## src/rtl/core/vna_pkg.sv

```systemverilog
// Shared types, codes and defaults for the vertex normal accumulator.
`timescale 1ns / 1ps

package vna_pkg;

  localparam int VERTEX_DEPTH_DEF = 1024;
  localparam int ACCUM_WIDTH_DEF  = 48;

  // field widths
  localparam int CMD_W  = 3;
  localparam int IDX_W  = 10;
  localparam int CNT_W  = 11;
  localparam int POS_W  = 16;
  localparam int STAT_W = 2;
  localparam int NRM_W  = 16;

  // queue between front and back, power of two
  localparam int QUEUE_DEPTH = 2;

  // command codes
  localparam logic [CMD_W-1:0] CMD_RESTART = 3'd0;
  localparam logic [CMD_W-1:0] CMD_LOAD    = 3'd1;
  localparam logic [CMD_W-1:0] CMD_ADD     = 3'd2;
  localparam logic [CMD_W-1:0] CMD_FINISH  = 3'd3;
  localparam logic [CMD_W-1:0] CMD_READ    = 3'd4;

  // status codes
  localparam logic [STAT_W-1:0] ST_OK    = 2'd0;
  localparam logic [STAT_W-1:0] ST_RANGE = 2'd1;
  localparam logic [STAT_W-1:0] ST_EMPTY = 2'd2;

  typedef enum logic [2:0] {
    OP_CLEAR,
    OP_LOAD,
    OP_ADD,
    OP_FINISH,
    OP_READ,
    OP_REPORT
  } op_kind_t;

  // classified word handed from front to back
  typedef struct packed {
    op_kind_t            kind;
    logic [STAT_W-1:0]   status;
    logic [IDX_W-1:0]    a;
    logic [IDX_W-1:0]    b;
    logic [IDX_W-1:0]    c;
    logic [3*POS_W-1:0]  pos;   // {z, y, x}
    logic [CNT_W-1:0]    n;     // effective vertex count
  } op_t;

  typedef struct packed {
    logic clearing;
  } back_stat_t;

  typedef enum logic [3:0] {
    B_CLEAR,
    B_IDLE,
    B_PRD,
    B_EDGE,
    B_MUL,
    B_ARD,
    B_AWR,
    B_RRD,
    B_RMAG,
    B_RSH,
    B_RSQ,
    B_RSQRT,
    B_RDIV,
    B_DONE
  } back_state_t;

endpackage

```

## src/rtl/core/vna_fifo.sv

```systemverilog
// Short queue of classified words between front and back.
`timescale 1ns / 1ps

module vna_fifo (
  input  logic          clk,
  input  logic          rst_n,
  input  logic          push,
  input  vna_pkg::op_t  din,
  output logic          full,
  input  logic          pop,
  output vna_pkg::op_t  dout,
  output logic          valid
);

  localparam int PTR_W = $clog2(vna_pkg::QUEUE_DEPTH);

  vna_pkg::op_t     ent_r [vna_pkg::QUEUE_DEPTH];
  logic [PTR_W-1:0] wp_r, rp_r;
  logic [PTR_W:0]   cnt_r;

  assign full  = (cnt_r == (PTR_W+1)'(vna_pkg::QUEUE_DEPTH));
  assign valid = (cnt_r != '0);
  assign dout  = ent_r[rp_r];

  always_ff @(posedge clk) begin
    if (push) ent_r[wp_r] <= din;
  end

  always_ff @(posedge clk) begin
    if (!rst_n) begin
      wp_r  <= '0;
      rp_r  <= '0;
      cnt_r <= '0;
    end else begin
      if (push) wp_r <= wp_r + 1'b1;
      if (pop)  rp_r <= rp_r + 1'b1;
      if (push && !pop)      cnt_r <= cnt_r + 1'b1;
      else if (pop && !push) cnt_r <= cnt_r - 1'b1;
    end
  end

endmodule

```

## config.mk

```make
export PLATFORM = sky130hd
export DESIGN_NAME = vna_fifo
export DESIGN_NICKNAME = d
export VERILOG_FILES = /design/src/rtl/core/vna_pkg.sv /design/src/rtl/core/vna_fifo.sv
export SDC_FILE = /design/constraint.sdc
export NUM_CORES = 1
export LEC_CHECK = 0
export BUFFER_PORTS_ARGS = -buffer_cell sky130_fd_sc_hd__buf_2
export CAP_MARGIN = 40
export CELL_PAD_IN_SITES_DETAIL_PLACEMENT = 1
export CELL_PAD_IN_SITES_GLOBAL_PLACEMENT = 1
export CORE_MARGIN = 2
export CORE_UTILIZATION = 39
export CTS_CLUSTER_DIAMETER = 40
export CTS_CLUSTER_SIZE = 16
export DETAILED_ROUTE_END_ITERATION = 6
export PLACE_DENSITY_LB_ADDON = 0.15
export SYNTH_ARGS = -nofsm -noshare
export SYNTH_HDL_FRONTEND = slang
export SYNTH_SLANG_ARGS = --single-unit
```

## constraint.sdc

```tcl
create_clock -name clk -period 5.9 [get_ports clk]
set_clock_uncertainty 0.2 [all_clocks]
set_input_delay 0.885 -clock clk [delete_from_list [all_inputs] [get_ports clk]]
set_output_delay 0.885 -clock clk [all_outputs]
set_load 0.02 [all_outputs]
```

==> flow_summary_export.csv <==
group,metric,value,unit
clocking,cts_setup_buffers,0,
sta,worst_slack,2320,ps
floorplanning,die_w,138,um
critical_path,cp.arrival,2490,ps
critical_path,crit_path_start_kind,"register",
sta,worst_pin_slew,815,ps
sta,maxSlewHeadroom,45.7,%
grt,track_usage,14.6,%
final_layout,final_layout_size_suffix_gt1_share,60.6,%
synth,yosysTopAreaCellShare,80.5,%
final_layout,nFillCells,1715,
clocking,htree_levels,4,
placement,dpl.cell_count,730,
detailed_routing,wirelength,13500,um
synth,syn_nets,413,
sta,rsz0062_at_grt,"false",
synth,yosys-top-cells-area,"edfxtp_1 80%, mux2_2 15%, dfxtp_1 1.4%",
placement,gp_congestion,0.670,
synth,synth_cell_types,17,
clocking,cts_root_buffer,"clkbuf_16",
clocking,cts_sinks,193,
critical_path,required,4820,ps
final_layout,antenna_cells,0,
sta,period_share,60.6,%
pwr,vdd_drop_max,0.000199,V
detailed_routing,drtIter0Drc,175,
synth,synth_area,7010,um^2
synth,synthCells,314,
synth,syn_avg_cell_area,22.3,um^2
hold_path,hold_class,"reg -> reg",
clocking,numCtsBuffers,17,
clocking,clkLatencyLatePin,420,ps
synth,yosys.area.top_type,"edfxtp_1",
clocking,tritoncts,"built",
final_layout,stdcell_count,762,
detailed_routing,wl_per_cell,17.7,um
floorplanning,die_h,138,um
floorplanning,core_area,17800,um^2
pwr,power_density,349,nW/um^2
final_layout,final_common_cell,"buf_2",
detailed_routing,ant_nets,0,
floorplanning,dieArea,19100,um^2
placement,io_buffers,193,
grt,grt-ovfl-total,0,
clocking,ctsResizeCount,0,
synth,ys_seq_area_share,81.9,%
grt,antenna_found_initial,2,
floorplanning,fp-row-count,49,
floorplanning,start_util,39.4,%
synth,ys_ff_latch,193,
detailed_routing,num_vias,3569,
grt,grt_pass1_vias,3911,
synth,yosysWarnings,0,
critical_path,critPathKind,"reg -> out",
critical_path,critPathCaptureType,"output pin",
job,cap_violations,0,
sta,period_needed,3580,ps
final_layout,final_nets,619,
sta,setup_viol,0,
pwr,p_leak,0.00329,uW
detailed_routing,dr.pass1.iters,4,
clocking,hold_buffers,0,
clocking,clk_pin_slew,60,ps
sta,fmax,280,MHz
clocking,clockBufferDepth,2,
sta,hold_viol_final,0,
critical_path,critPathMaxFanout,57,
final_layout,synthToLayoutAreaGrowth,25.7,%
detailed_routing,drc_errors,0,
status,status,"finished clean",
grt,grt_max_degree,70,
final_layout,mostFrequentLayoutCells,"193 x buf_2, 188 x edfxtp_1, 94 x mux2_2, 17 x clkbuf_16, 4 x dfxtp_1",
placement,dp_hpwl,8670,um
sta,tns,0,ps
pwr,power.total,3070,uW
sta,final-max-slew-violation-count,0,
placement,preCtsSetupSlack,2690,ps
floorplanning,ios,194,
grt,grt_pass1_wl,21300,um
detailed_routing,viasPerCell,4.68,
## stage by stage
stage,util (%),hold slack [ps],area (um^2)
floorplan,-,261,7010
global placement,46.3,274,8220
detailed placement,46.4,329,8240
CTS,49.6,349,8810
global route,49.6,378,8810
finish,49.6,366,8810
## power breakdown
group          internal (uW)  total (uW)  switching [uW]
Sequential              1580        1610            31.8
Clock                    626        1110             488
Combinational            146         345             198
Total                   2360        3070             718
## Yosys cell counts, drive strengths merged
cell type	instances
edfxtp	188
mux2	94
buf	10
dfxtp	5
and2	4
nor2b	3
xor2	2
a21boi	1
ha	1
inv	1
o21a	1
o21ai	1
or2	1
or3	1
xnor2	1
## metal layers
layer	track usage, %	vias to the layer above	share of wire (%)
li1	-	1652	-
met1	17.6	1767	41
met2	23.8	133	50
met3	6.27	15	7.5
met4	5.10	2	1.3
met5	0	-	0.12
## flip-flops by register name, summed over array words and instances, names as in the netlist, named ones only
name and cells:
cnt_r 2, rp_r 1, ent_r 188, wp_r 1
## logic make-up after synthesis
logic type / Yosys count / share of synthesized area (%)
AO/OA/AOI/OAI: 3 / 0.285
flip-flops: 193 / 81.9
AND/OR/NAND/NOR: 9 / 0.803
buffers and inverters: 11 / 1.34
multiplexers: 94 / 15.1
XOR/XNOR: 3 / 0.375
adder cells (fa/ha/maj): 1 / 0.178
## path summary, 6_finish.rpt
path | startpoint | endpoint | slack (ps) | cells after the start
min | rp_r | register | 370 | 2
max | register | dout[60] | 2320 | 3
min reg2reg | rp_r | register | 370 | 2
max reg2reg | wp_r | ent_r[1][27] | 3610 | 2
## worst max-delay path, cell delays in order (launching register included)
cell and delay [ps]:
dfxtp_4 860, buf_4 570, mux2_2 410, buf_2 160
## layout make-up
cell class              instances  area (um^2)  area share, %
repair buffers                197         1020           11.6
well taps                     229          287           3.25
multi-input cells             110         1180           13.4
inverters                       1         3.75         0.0426
flip-flops and latches        193         5750           65.2
clock inverters                13          136           1.55
clock buffers                  19          433           4.91
Note: power is estimated with default switching activity, not from simulation.
