<file path="src/rtl/core/vna_pkg.sv">
// Shared types, codes and defaults for the vertex normal accumulator.
`timescale 1ns / 1ps

package vna_pkg;

  localparam int VERTEX_DEPTH_DEF = 1024;
  localparam int ACCUM_WIDTH_DEF  = 48;

  // field widths
  localparam int CMD_W  = 3;
  localparam int IDX_W  = 10;
  localparam int CNT_W  = 11;
  localparam int POS_W  = 16;
  localparam int STAT_W = 2;
  localparam int NRM_W  = 16;

  // queue between front and back, power of two
  localparam int QUEUE_DEPTH = 2;

  // command codes
  localparam logic [CMD_W-1:0] CMD_RESTART = 3'd0;
  localparam logic [CMD_W-1:0] CMD_LOAD    = 3'd1;
  localparam logic [CMD_W-1:0] CMD_ADD     = 3'd2;
  localparam logic [CMD_W-1:0] CMD_FINISH  = 3'd3;
  localparam logic [CMD_W-1:0] CMD_READ    = 3'd4;

  // status codes
  localparam logic [STAT_W-1:0] ST_OK    = 2'd0;
  localparam logic [STAT_W-1:0] ST_RANGE = 2'd1;
  localparam logic [STAT_W-1:0] ST_EMPTY = 2'd2;

  typedef enum logic [2:0] {
    OP_CLEAR,
    OP_LOAD,
    OP_ADD,
    OP_FINISH,
    OP_READ,
    OP_REPORT
  } op_kind_t;

  // classified word handed from front to back
  typedef struct packed {
    op_kind_t            kind;
    logic [STAT_W-1:0]   status;
    logic [IDX_W-1:0]    a;
    logic [IDX_W-1:0]    b;
    logic [IDX_W-1:0]    c;
    logic [3*POS_W-1:0]  pos;   // {z, y, x}
    logic [CNT_W-1:0]    n;     // effective vertex count
  } op_t;

  typedef struct packed {
    logic clearing;
  } back_stat_t;

  typedef enum logic [3:0] {
    B_CLEAR,
    B_IDLE,
    B_PRD,
    B_EDGE,
    B_MUL,
    B_ARD,
    B_AWR,
    B_RRD,
    B_RMAG,
    B_RSH,
    B_RSQ,
    B_RSQRT,
    B_RDIV,
    B_DONE
  } back_state_t;

endpackage

</file>
<file path="src/rtl/core/vna_ifs.sv">
// Valid/ready channel interfaces for command words and result words.
`timescale 1ns / 1ps

interface vna_in_if;
  logic                      valid;
  logic                      ready;
  logic [2:0]                cmd;
  logic [9:0]                index_a;
  logic [9:0]                index_b;
  logic [9:0]                index_c;
  logic signed [15:0]        pos_x;
  logic signed [15:0]        pos_y;
  logic signed [15:0]        pos_z;

  modport source (output valid, cmd, index_a, index_b, index_c, pos_x, pos_y, pos_z,
                  input ready);
  modport sink   (input valid, cmd, index_a, index_b, index_c, pos_x, pos_y, pos_z,
                  output ready);
endinterface


</file>
<file path="src/rtl/core/vna_front.sv">
// Front end: count register, range checks and command classification.
`timescale 1ns / 1ps

module vna_front #(
  parameter int VERTEX_DEPTH = vna_pkg::VERTEX_DEPTH_DEF
) (
  input  logic                       clk,
  input  logic                       rst_n,
  vna_in_if.sink                     in_ch,
  input  logic                       cfg_we,
  input  logic [vna_pkg::CNT_W-1:0]  cfg_wdata,
  input  logic                       q_full,
  input  vna_pkg::back_stat_t        bstat,
  output logic                       push,
  output vna_pkg::op_t               push_op
);

  logic [vna_pkg::CNT_W-1:0] vcount_r;
  logic [vna_pkg::CNT_W-1:0] n_eff;
  logic                      a_ok, b_ok, c_ok;

  always_ff @(posedge clk) begin
    if (!rst_n) begin
      vcount_r <= '0;
    end else if (cfg_we) begin
      vcount_r <= cfg_wdata;
    end
  end

  assign n_eff = (int'(vcount_r) < VERTEX_DEPTH) ? vcount_r
                                                 : vna_pkg::CNT_W'(VERTEX_DEPTH);

  assign a_ok = ({1'b0, in_ch.index_a} < n_eff);
  assign b_ok = ({1'b0, in_ch.index_b} < n_eff);
  assign c_ok = ({1'b0, in_ch.index_c} < n_eff);

  // no new words while the back end sweeps the accumulators
  assign in_ch.ready = !q_full && !bstat.clearing;
  assign push        = in_ch.valid && in_ch.ready;

  always_comb begin
    push_op        = '0;
    push_op.a      = in_ch.index_a;
    push_op.b      = in_ch.index_b;
    push_op.c      = in_ch.index_c;
    push_op.pos    = {in_ch.pos_z, in_ch.pos_y, in_ch.pos_x};
    push_op.n      = n_eff;
    push_op.status = vna_pkg::ST_OK;
    push_op.kind   = vna_pkg::OP_REPORT;
    case (in_ch.cmd)
      vna_pkg::CMD_RESTART: begin
        push_op.kind = vna_pkg::OP_CLEAR;
      end
      vna_pkg::CMD_LOAD: begin
        if (a_ok) push_op.kind = vna_pkg::OP_LOAD;
        else      push_op.status = vna_pkg::ST_RANGE;
      end
      vna_pkg::CMD_ADD: begin
        if (a_ok && b_ok && c_ok) push_op.kind = vna_pkg::OP_ADD;
        else                      push_op.status = vna_pkg::ST_RANGE;
      end
      vna_pkg::CMD_FINISH: begin
        if (n_eff == '0) push_op.status = vna_pkg::ST_EMPTY;
        else             push_op.kind = vna_pkg::OP_FINISH;
      end
      vna_pkg::CMD_READ: begin
        if (a_ok) push_op.kind = vna_pkg::OP_READ;
        else      push_op.status = vna_pkg::ST_RANGE;
      end
      default: begin
        push_op.kind = vna_pkg::OP_REPORT;
      end
    endcase
  end

endmodule

</file>
<file path="src/flat_wrapper.sv">
// flat-port wrapper written by rule: the top's interface ports become plain ports
module vna_front_flat 
#(
  parameter int VERTEX_DEPTH = vna_pkg::VERTEX_DEPTH_DEF
)
  (clk, rst_n, cfg_we, cfg_wdata, q_full, bstat, push, push_op, in_ch_valid, in_ch_cmd, in_ch_index_a, in_ch_index_b, in_ch_index_c, in_ch_pos_x, in_ch_pos_y, in_ch_pos_z, in_ch_ready);
  vna_in_if in_ch_i ();
  input  logic clk;
  input  logic rst_n;
  input  logic cfg_we;
  input  logic [vna_pkg::CNT_W-1:0] cfg_wdata;
  input  logic q_full;
  input  vna_pkg::back_stat_t bstat;
  output logic push;
  output vna_pkg::op_t push_op;
  input wire logic [$bits(in_ch_i.valid)-1:0] in_ch_valid;
  input wire logic [$bits(in_ch_i.cmd)-1:0] in_ch_cmd;
  input wire logic [$bits(in_ch_i.index_a)-1:0] in_ch_index_a;
  input wire logic [$bits(in_ch_i.index_b)-1:0] in_ch_index_b;
  input wire logic [$bits(in_ch_i.index_c)-1:0] in_ch_index_c;
  input wire logic [$bits(in_ch_i.pos_x)-1:0] in_ch_pos_x;
  input wire logic [$bits(in_ch_i.pos_y)-1:0] in_ch_pos_y;
  input wire logic [$bits(in_ch_i.pos_z)-1:0] in_ch_pos_z;
  output wire logic [$bits(in_ch_i.ready)-1:0] in_ch_ready;
  assign in_ch_i.valid = in_ch_valid;
  assign in_ch_i.cmd = in_ch_cmd;
  assign in_ch_i.index_a = in_ch_index_a;
  assign in_ch_i.index_b = in_ch_index_b;
  assign in_ch_i.index_c = in_ch_index_c;
  assign in_ch_i.pos_x = in_ch_pos_x;
  assign in_ch_i.pos_y = in_ch_pos_y;
  assign in_ch_i.pos_z = in_ch_pos_z;
  assign in_ch_ready = in_ch_i.ready;
  vna_front #(.VERTEX_DEPTH(VERTEX_DEPTH)) u_core (.clk(clk), .rst_n(rst_n), .in_ch(in_ch_i), .cfg_we(cfg_we), .cfg_wdata(cfg_wdata), .q_full(q_full), .bstat(bstat), .push(push), .push_op(push_op));
endmodule
</file>
<file path="config.mk">
export PLATFORM = sky130hd
export DESIGN_NAME = vna_front_flat
export DESIGN_NICKNAME = d
export VERILOG_FILES = /design/src/rtl/core/vna_pkg.sv /design/src/rtl/core/vna_ifs.sv /design/src/rtl/core/vna_front.sv /design/src/flat_wrapper.sv
export SDC_FILE = /design/constraint.sdc
export NUM_CORES = 1
export LEC_CHECK = 0
export BUFFER_PORTS_ARGS = -buffer_cell sky130_fd_sc_hd__buf_4
export CORE_AREA = 8 8 81 83
export CTS_CLUSTER_DIAMETER = 150
export DETAILED_ROUTE_END_ITERATION = 6
export DIE_AREA = 0 0 89 91
export PLACE_DENSITY = 0.8
export SKIP_LAST_GASP = 1
export SLEW_MARGIN = 40
export SYNTH_ARGS = -nofsm -noshare
export SYNTH_HDL_FRONTEND = slang
export SYNTH_SLANG_ARGS = --single-unit
</file>
<file path="constraint.sdc">
create_clock -name clk -period 3.6 [get_ports clk]
set_clock_uncertainty 0.15 [all_clocks]
set_input_delay 0.18 -clock clk [delete_from_list [all_inputs] [get_ports clk]]
set_output_delay 0.18 -clock clk [all_outputs]
set_load 0.005 [all_outputs]
</file>
==> reports/qor.yml <==
core_um2: 5340
cts_buffers: 3
die_h_um: 91
synth-simple-area-share_pct: 15.8
diodes: 0
drv_slew: 0
clkSinkCount: 11
synthCells: 227
syn_area_per_cell_um2: 8.09
cts_root_buffer: "clkbuf_8"
reg.largest.list: "u_core.vcount_r x11"
r2r_start: "u_core.vcount_r[10]"
final_core_utilization_pct: 39.1
slowest_stage: "ha_1"
max_freq_ghz: 0.320
ys_warn_count: 0
gr-total-overflow: 0
ctsHoldBuffers: 0
relSlewSlack_pct: 74.9
synth_top_family_by_area: "buffers and inverters"
antenna_found_initial: 0
clk_latency_ns: 0.24
synth-seq-cells: 11
min_period_over_period_pct: 86.8
cts.repair.resized: 0
path_cells: "inv_1 > nand2_1 > ha_1 > and4_1 > and2_1 > a222oi_1 > o41ai_1 > or2_4 > o311a_1 > buf_4"
path_clk_slew_ns: 0.05
critical_path.endpoint: "push_op[93]"
syn-num-nets: 352
cellPowerDensity_nw_per_um2: 231
ir_worst_vdd_mv: 0.0927
r2r_slack_ns: 2.68
drc: 0
postSynth.asyncResetShare_pct: 0
critPathLaunch: "u_core.vcount_r[10]"
wl_mm: 5.18
largest-register: "u_core.vcount_r"
cts_tree: "done"
arrival_ns: 2.79
hold_class: "input port to flip-flop"
syn_area_um2: 1840
grt_use_total_pct: 12.6
rows: 27
drive_gt1_share_pct: 42.9
multiInputGateArea_um2: 951
cp-end-kind: "output port"
finalPower_mw: 0.483
hold_ws_ns: 0.0427
die_area_um2: 8100
synth.distinct_cells: 41
crit_type: "flip-flop to output port"
synth_ff_type: "dfxtp_1"
yosys.area_share.xor_xnor_pct: 0.477
register_area_um2: 220
port_buffers: 97
r2r_cells: 3
critPathMaxStageDelay_ns: 0.34
yosysSeqAreaShare_pct: 12.0
rr_endpoint: "u_core.vcount_r[10]"
cp.required_ns: 3.27
fp.dieW_um: 89
drt_first_pass_iters: 4
synth.area.mux_share_pct: 6.00
h-tree-depth: 1
hold_viol_final: 0
grt_max_degree: 12
via_per_inst: 4.80
start_util_pct: 34.4
io_pins: 194
post_drt_wl_per_cell_um: 16.3
syn_to_final_growth_pct: 13.7
critPathLaunchType: "flip-flop"
clockBufferDepth: 2
setup_viol: 0
gp_congestion: 0.745
maxCapViolations: 0
leakagePower_nw: 1.10
grt_pass1_vias: 1630
fin_setup_tns_ns: 0
ant_nets: 0
post_cts_buffers: 0
largest_register_ffs: 11
fillCellCount: 560
rsz0062_at_grt: "false"
worstMarginPinSlew_ns: 0.373
grt_pass1_wl_mm: 8.13
synth_edf_count: 0
drt_iter0_markers: 55
crit_fanout: 11
dr_total_vias: 1522
hpwl_mm: 4.64
synth-compound-area-share_pct: 11.1
finalNetCount: 371
period_minus_slack_ns: 3.12
outcome: "finished, final reports clean"
synthAdderAreaFrac_pct: 18.4
==> stage by stage <==
step | cell area (um2) | std cells | setup WS, ns
2_1_floorplan | 1840 | 227 | 0.759
3_3_place_gp | 2040 | 313 | 0.771
3_5_place_dp | 2040 | 313 | 0.715
4_1_cts | 2090 | 317 | 0.453
5_1_grt | 2090 | 317 | 0.221
6_report | 2090 | 317 | 0.476
==> placed cells by master (no fill, tap or decap), types with 2 or more instances in the layout <==
cell type,netlist,final
a211oi_1,3,3
nand4_1,2,2
nor2_1,7,7
a211o_1,2,2
clkbuf_8,0,3
inv_1,12,12
dfxtp_1,11,11
nand2_1,14,14
mux2i_1,11,11
nor2b_1,11,11
a21o_1,2,2
o21ai_0,5,5
ha_1,27,27
a21oi_1,8,8
buf_4,79,98
nand3_1,2,2
and2_1,2,2
nor4_1,3,3
==> worst max-delay path, delay by kind of cell, from the launching register on <==
family | cells | cell delay, ns
AOI/OAI and AO/OA | 3 | 0.77
adders and majority gates | 1 | 0.34
buffers and inverters | 2 | 0.35
DFF | 1 | 0.30
and+or+nand+nor | 4 | 0.80
==> cell usage after synthesis, types with 2 or more instances <==
cell type  instances  area share [%]
nand3_1            2            0.55
a211oi_1           3             1.2
mux2i_1           11             6.0
clkbuf_1           3            0.61
buf_4             79              32
a211o_1            2            0.95
nor2b_1           11             3.7
nor2_1             7             1.4
inv_1             12             2.5
nand4_1            2            0.68
nand2_1           14             2.9
o21ai_0            5             1.4
ha_1              27              18
and2_1             2            0.68
dfxtp_1           11              12
a21oi_1            8             2.2
a21o_1             2            0.82
nor4_1             3             1.0
==> cells by family (layout without fill, tap and decap cells) <==
| logic type | after synthesis | count (layout) |
|---|---|---|
| AOI/OAI and AO/OA | 30 | 30 |
| xor gates and xnor gates | 1 | 1 |
| adders and majority gates | 27 | 27 |
| buffers and inverters | 96 | 114 |
| DFF | 11 | 11 |
| muxes | 11 | 11 |
| and+or+nand+nor | 51 | 51 |
==> metal layers <==
metal	share of wire (%)	up-vias	global-route usage, %	wire (um)
met1	34	681	12.3	1750
met5	0	-	0	0
met3	13	21	5.59	690
met2	51	79	22.4	2630
li1	-	741	-	-
met4	2.0	0	4.58	104
==> how the worst min path moves through the flow <==
| stage | start | end | slack, ns | depth (start not counted) |
|---|---|---|---|---|
| final | cfg_wdata[8] | u_core.vcount_r[8] | 0.04 | 3 |
| after global routing | cfg_wdata[8] | u_core.vcount_r[8] | 0.06 | 3 |
| after CTS | cfg_wdata[8] | u_core.vcount_r[8] | 0.05 | 3 |
| after detailed placement | in_ch_pos_x[13] | push_op[24] | 0.21 | 0 |
| after global placement | in_ch_pos_x[13] | push_op[24] | 0.21 | 0 |
| after floorplan | rst_n | u_core.vcount_r[10] | 0.16 | 1 |
==> final cells by class <==
type / count / area share [%]
sequential: 11 / 10.6
multi-input combinational: 120 / 45.6
clock buffer: 4 / 2.16
inverter: 12 / 2.16
timing repair buffer: 98 / 35.3
tap: 72 / 4.32
==> report_power, final <==
group          internal (mW)  switching [mW]
Combinational          0.124          0.0977
Clock                 0.0778          0.0469
Sequential             0.129         0.00661
Total                  0.331           0.151
Power figures use the tool's default switching activity.
